## src/hw/rtl/c3e_pkg.sv

```systemverilog
`default_nettype none

package c3e_pkg;

    // Input transfer: one RGB pixel or a drain marker
    typedef struct packed {
        logic [7:0] chan_zero;
        logic [7:0] chan_one;
        logic [7:0] chan_two;
        logic       drain;
    } pix_t;

    // Output transfer: one filtered pixel
    typedef struct packed {
        logic [7:0] out_zero;
        logic [7:0] out_one;
        logic [7:0] out_two;
        logic       frame_last;
    } res_t;

    // Selected 3x3 neighborhood handed from the window to the lanes
    typedef struct packed {
        logic             res;
        logic             corner;
        logic             last;
        logic [23:0]      center;
        logic [8:0][23:0] px;
    } tap_bus_t;

    // Register map (byte address = 8 * index)
    localparam int unsigned ADDR_W = 6;
    localparam logic [2:0] REG_W_TOP  = 3'd0;
    localparam logic [2:0] REG_W_MID  = 3'd1;
    localparam logic [2:0] REG_W_BOT  = 3'd2;
    localparam logic [2:0] REG_OFFSET = 3'd3;
    localparam logic [2:0] REG_WIDTH  = 3'd4;
    localparam logic [2:0] REG_HEIGHT = 3'd5;

    // Height limits after saturation
    localparam logic [15:0] H_MIN = 16'd3;
    localparam logic [15:0] H_MAX = 16'd65534;

    // Clamp limit of the Q.8 sum (255.0)
    localparam logic signed [29:0] SUM_HI = 30'sd65280;
    localparam logic [7:0] PIX_MAX = 8'd255;
    localparam logic [7:0] PIX_MIN = 8'd0;

endpackage

`default_nettype wire

```

## src/hw/rtl/c3e_lane.sv

```systemverilog
`default_nettype none

module c3e_lane (
    input  wire logic             clk,
    input  wire logic             en,
    input  wire logic [8:0][7:0]  px,
    input  wire logic [8:0][15:0] wt,
    input  wire logic [16:0]      offset,
    output logic      [7:0]       value
);

    logic signed [24:0] prod_reg  [9];
    logic signed [24:0] prod_next [9];
    logic signed [27:0] rsum_reg  [3];
    logic signed [27:0] rsum_next [3];
    logic signed [29:0] total;

    // Multiply each tap by its weight
    always_comb
    begin
        for (int k = 0; k < 9; k++)
        begin
            prod_next[k] = $signed(wt[k]) * $signed({1'b0, px[k]});
        end
    end

    // Sum each kernel row, fold the offset into the top row
    always_comb
    begin
        for (int i = 0; i < 3; i++)
        begin
            rsum_next[i] = prod_reg[3*i] + prod_reg[3*i+1] + prod_reg[3*i+2];
        end
        rsum_next[0] = rsum_next[0] + $signed(offset);
    end

    always_ff @(posedge clk)
    begin
        if (en)
        begin
            prod_reg <= prod_next;
            rsum_reg <= rsum_next;
        end
    end

    // Add rows, clamp to 0..255 and drop the fraction
    always_comb
    begin
        total = rsum_reg[0] + rsum_reg[1] + rsum_reg[2];
        if (total <= 30'sd0)
        begin
            value = c3e_pkg::PIX_MIN;
        end
        else if (total >= c3e_pkg::SUM_HI)
        begin
            value = c3e_pkg::PIX_MAX;
        end
        else
        begin
            value = total[15:8];
        end
    end

endmodule

`default_nettype wire

```

## config.mk

```make
export PLATFORM = sky130hd
export DESIGN_NAME = c3e_lane
export DESIGN_NICKNAME = d
export VERILOG_FILES = /design/src/hw/rtl/c3e_pkg.sv /design/src/hw/rtl/c3e_lane.sv
export SDC_FILE = /design/constraint.sdc
export NUM_CORES = 2
export LEC_CHECK = 0
export ABC_AREA = 1
export BUFFER_PORTS_ARGS = -buffer_cell sky130_fd_sc_hd__buf_2
export CAP_MARGIN = 5
export CORE_ASPECT_RATIO = 1.75
export CORE_UTILIZATION = 45
export CTS_CLUSTER_SIZE = 28
export DETAILED_ROUTE_END_ITERATION = 6
export SYNTH_ARGS = -nofsm -noshare
export SYNTH_HDL_FRONTEND = slang
export SYNTH_SLANG_ARGS = --single-unit
```

## constraint.sdc

```tcl
create_clock -name clk -period 8.2 [get_ports clk]
set_input_delay 0.41 -clock clk [delete_from_list [all_inputs] [get_ports clk]]
set_output_delay 0.41 -clock clk [all_outputs]
set_load 0.01 [all_outputs]
```

; Word-level counts from Yosys, hierarchy flattened
; Index checks and enable logic that the tools add are counted.
[classes]
addsub = 9
n_mul = 9
magnitude_cmp = 2
mux = 2
[op_table]
columns = cell, n
row1 = $mul 16x9->25, 9
row2 = $add 26x25->27, 3
row3 = $add 25x25->26, 3
row4 = $add 29x27->30, 1
row5 = $ge 30x17->1 const B, 1
row6 = $le 30x1->1 const B, 1
row7 = $add 28x27->29, 1
row8 = $add 27x17->28, 1
row9 = $mux 8, 2
[word_totals]
ff_bits = 307
in_bits = 235
elab_cells = 34

; Longest topological paths before layout
[logic_depth]
depth_word = 5
mapped_depth = 24
mapped_depth_nobuf = 22

; Worst setup path after synthesis
; No wires, ideal clock.
[synth_path]
path_kind = input to register
from = in px[56] (netlist name)
to = reg prod_reg[45] (netlist name) (data pin)
arrival_ns = 4.632
path_slack_ns = 3.311
cell_stages = 21
path_buffers = 2
path_cell_list = clkbuf_1 clkbuf_1 nand2_1 fa_1 inv_1 fa_1 inv_1 fa_1 fa_1 inv_1 ha_1 a21oi_1 nor2_1 o21ai_0 o211ai_1 a21oi_1 o21ai_1 a21boi_0 o21ai_1 nand2_1 nand2_1
[synth_rtl]
columns = item, line
row1 = from (decl), c3e_lane.sv:6  ; input wire logic [8:0][7:0] px,
row2 = to (signal assigned), c3e_lane.sv:41  ; prod_reg <= prod_next;
row3 = to (decl), c3e_lane.sv:12  ; logic signed [24:0] prod_reg [9];

; Final worst setup path
[layout_path]
from = reg rsum_reg[57] (netlist name)
to = out value[0]
[layout_between]
elab_chain_cells = 5
[layout_rtl]
columns = item, line
row1 = from (decl), c3e_lane.sv:14  ; logic signed [27:0] rsum_reg [3];
row2 = from (signal assigned), c3e_lane.sv:42  ; rsum_reg <= rsum_next;
row3 = $add 28x27->29 (*), c3e_lane.sv:49  ; total = rsum_reg[0] + rsum_reg[1] + rsum_reg[2];
row4 = $add 29x27->30 (*), c3e_lane.sv:49
row5 = $ge 30x17->1, c3e_lane.sv:54  ; else if (total >= c3e_pkg::SUM_HI)
row6 = $mux 8, c3e_lane.sv:54
row7 = $mux 8 (*), c3e_lane.sv:50  ; if (total <= 30'sd0)
row8 = to (decl), c3e_lane.sv:9  ; output logic [7:0] value
; Every way passes the cells marked *; elsewhere a longest branch is shown, timed or not.

==> flow_summary_export.csv <==
group,metric,value,unit
outcome,run_status,"finished clean",
sta,fin_crit,4.63,ns
synthesis,synth.ff_latch_count,307,
sta,hold_violations,0,
floorplanning,ios,243,
finish,fin_nets,9124,
route,routed_via_density,4.91,
route,route.detailed.wl_per_inst,16.4,microns
setup_path,worstPathMaxFanout,8,
sta,timing.final.max_slew_violations,0,
clock_tree,clock_tree.htree_level_count,2,
floorplanning,rows,177,
synthesis,post_synth.cell_area_avg,8.28,sq um
min_path,min-delay-start,"wt[80]",
global_route,globalRoute.totalOverflow,0,
floorplanning,vert_die_dim,486,microns
synthesis,synth_async_sr_flop_share,0,%
sta,timing.clock.skew,0.0173,ns
global_route,globalRouteTotalUtil,22.6,%
placed_design,port_buffers,242,
synthesis,syn-cell-area,60300,sq um
setup_path,max_stage_delay,0.51,ns
placed_design,globalplace.congestion,0.921,
route,drc,0,
finish,final.fill_count,13000,
setup_path,timing.critical_path.buf_inv,3,
min_path,min_path_type,"primary input to flop",
sta,max_freq,0.216,GHz
setup_path,arrival,4.22,ns
setup_path,crit_type,"flop to primary output",
setup_path,crit_path_start,"rsum_reg[57]$_DFFE_PP_",
clock_tree,hold_buffer_count_at_cts,0,
setup_path,worst_path_dominant_cell_family,"simple AND/OR/NAND/NOR gates",
clock_tree,clock_tree_from_tritoncts,"built",
sta,finalCritPeriodShare,56.5,%
route,finalWirelength,148,mm
sta,worstMarginPinSlew,1.03,ns
setup_path,cp-start-kind,"flop",
sta,rsz0062_at_grt,"false",
route,first_iter_violations,1910,
synthesis,synth_top_flop_cell,"sky130_fd_sc_hd__edfxtp_1",
route,first_pass_iters,7,
setup_path,slowest_stage_cell_crit_path,"sky130_fd_sc_hd__fa_1",
clock_tree,cts.clk_slew.worst_paths,0.06,ns
global_route,grt_pass1_wl,242,mm
synthesis,synthesis.yosys.warnings,0,
synthesis,yosys.cell_types.count,46,
synthesis,mappedNetlistNets,9132,
route,num_vias,44300,
global_route,grt_antenna_before_repair,15,
finish,finish.utilization,48.0,%
global_route,vias_in_the_first_global_route,47800,
floorplanning,die_area,136000,sq um
flow_run,maxCapViolations,0,
clock_tree,post-cts-setup-buffers,0,
setup_path,regToRegStartpoint,"prod_reg[151]$_DFFE_PP_",
finish,drive_gt1_share,4.39,%
synthesis,sequential_to_total_area_share_from_yosys_stat,15.3,%
clock_tree,clock_latency,0.54,ns
floorplanning,die-width,279,microns
placed_design,detailed_place_hpwl,128,mm
setup_path,worstPathCellList,"fa_1, ha_1, inv_1, fa_1, inv_1, nand3_1, nand3_2, nand2_1, nand2_2, nand2_1, nand2_1, nand2_1, nand3b_1, nand2_1, nand2_1, nor2_1, nand3_1, nand2_2, a21oi_1, buf_2",
clock_tree,cts_num_sinks,307,
setup_path,crit_top_cell,"sky130_fd_sc_hd__nand2_1",
setup_path,timing.reg2reg.setup_slack,4.40,ns
clock_tree,clock-root-buffer,"sky130_fd_sc_hd__clkbuf_16",
route,detail-route-antenna-nets,0,
finish,largest_register_ff_count,225,
floorplanning,floorplan.initialDensity,45.4,%
finish,area_delta_synth_final,5.70,%
clock_tree,cts_max_path_buffers,3,
synthesis,synth_cells,7292,
floorplanning,core-area,133000,sq um
sta,relSlewSlack,31.5,%
clock_tree,cts_made_buffers,34,
setup_path,cp-end-kind,"primary output",
sta,setup-violations-final,0,
clock_tree,cts_repair_resize_count,0,
synthesis,synth_enable_flop_cells,307,
global_route,grt_max_degree,130,
setup_path,required,7.79,ns
sta,tns,0,ns
## placed cells by master, fill, tap and decap left out, types with 7 or more instances in the layout
master                      netlist  routed
sky130_fd_sc_hd__edfxtp_1       307     307
sky130_fd_sc_hd__clkbuf_16        0      35
sky130_fd_sc_hd__o21bai_1        18      18
sky130_fd_sc_hd__ha_1           555     555
sky130_fd_sc_hd__a21o_1          23      23
sky130_fd_sc_hd__diode_2          0       8
sky130_fd_sc_hd__inv_1         2201    2201
sky130_fd_sc_hd__o21ai_0        123     123
sky130_fd_sc_hd__xnor2_1        130     130
sky130_fd_sc_hd__nand3_1         98      98
sky130_fd_sc_hd__nor2_1         145     145
sky130_fd_sc_hd__a21oi_1        306     306
sky130_fd_sc_hd__o21ai_2          8       8
sky130_fd_sc_hd__a31oi_1         21      21
sky130_fd_sc_hd__o21ai_1         14      14
sky130_fd_sc_hd__fa_1          1050    1050
sky130_fd_sc_hd__nand2_1       1674    1674
sky130_fd_sc_hd__o211ai_1        23      23
sky130_fd_sc_hd__nand4_1         41      41
sky130_fd_sc_hd__bufinv_16        0       7
sky130_fd_sc_hd__nor3_1          24      24
sky130_fd_sc_hd__xor2_1         163     163
sky130_fd_sc_hd__nor4_1          16      16
sky130_fd_sc_hd__buf_2            0     241
## worst min-delay path, delay by kind of cell
| family | cells | cell delay (ns) |
|---|---|---|
| buf+inv | 2 | 0.24 |
| simple gates | 1 | 0.09 |
## routing by layer
layer / vias to the layer above / track usage, % / share of wire (%)
li1: 21300 / - / -
met1: 21900 / 24.5 / 37
met2: 810 / 45.5 / 57
met3: 279 / 1.71 / 2.9
met4: 18 / 7.49 / 3.5
met5: - / 0 / 0.078
## Yosys cell counts, types with 3 or more instances
cell type	number	area, sq um
sky130_fd_sc_hd__nor4_1	16	100
sky130_fd_sc_hd__a21oi_1	306	1530
sky130_fd_sc_hd__a21boi_1	6	45.0
sky130_fd_sc_hd__o21bai_1	18	135
sky130_fd_sc_hd__inv_1	2201	8260
sky130_fd_sc_hd__nand3b_1	6	45.0
sky130_fd_sc_hd__clkbuf_2	38	190
sky130_fd_sc_hd__nor3b_1	3	22.5
sky130_fd_sc_hd__xor2_1	163	1430
sky130_fd_sc_hd__clkbuf_1	250	938
sky130_fd_sc_hd__a21boi_0	5	37.5
sky130_fd_sc_hd__fa_1	1050	21000
sky130_fd_sc_hd__o21ai_1	14	70.1
sky130_fd_sc_hd__a211oi_1	3	22.5
sky130_fd_sc_hd__nor3_1	24	120
sky130_fd_sc_hd__nand4_1	41	257
sky130_fd_sc_hd__nand2_2	4	25.0
sky130_fd_sc_hd__xnor2_1	130	1140
sky130_fd_sc_hd__o21ai_0	123	616
sky130_fd_sc_hd__a21o_1	23	173
sky130_fd_sc_hd__nor2_1	145	544
sky130_fd_sc_hd__ha_1	555	6940
sky130_fd_sc_hd__edfxtp_1	307	9220
sky130_fd_sc_hd__nor2_2	5	31.3
sky130_fd_sc_hd__nand2_1	1674	6280
sky130_fd_sc_hd__nand3_1	98	490
sky130_fd_sc_hd__o21ai_2	8	70.1
sky130_fd_sc_hd__a31oi_1	21	131
sky130_fd_sc_hd__a221oi_1	6	52.6
sky130_fd_sc_hd__o31ai_1	4	30.0
sky130_fd_sc_hd__or2_2	3	18.8
sky130_fd_sc_hd__o211ai_1	23	173
## cell type report
class	count	area [sq um]	area share, %
clock buffer	41	898	1.41
sequential	307	9220	14.5
inverter	2201	8260	13.0
timing repair buffer	244	1250	1.96
clock inverter	19	274	0.430
tap	1700	2130	3.33
multi-input combinational	4496	41700	65.4
antenna	8	20.0	0.0314
## cell families after synthesis
kind of cell               Yosys count  synth area share [%]
DFF                                307                  15.3
xor gates and xnor gates           293                  4.25
and+or+nand+nor                   2028                  13.3
adders and majority gates         1605                  46.3
AOI/OAI and AO/OA                  570                  5.28
buffers and inverters             2489                  15.6
## metrics by stage
| step | hold WS (ns) | area (sq um) | cells | worst slack, ns |
|---|---|---|---|---|
| final | 0.295 | 63800 | 9016 | 3.57 |
| after global routing | 0.317 | 63800 | 9009 | 3.28 |
| after CTS | 0.266 | 63800 | 9008 | 3.58 |
| after detailed placement | 0.545 | 62600 | 8948 | 3.07 |
| after global placement | 0.552 | 62600 | 8948 | 3.06 |
| after floorplan | 0.522 | 60300 | 7292 | 3.31 |
## final timing paths
kind | to | cells past startpoint
setup / recovery | value[0] | 20
hold / removal | prod_reg[75]$_DFFE_PP_ | 3
setup reg to reg | rsum_reg[77]$_DFFE_PP_ | 15
hold reg to reg | rsum_reg[56]$_DFFE_PP_ | 1
Power is not shown: default switching activity piles up to over one toggle a cycle in this logic, so the estimate is an artifact.
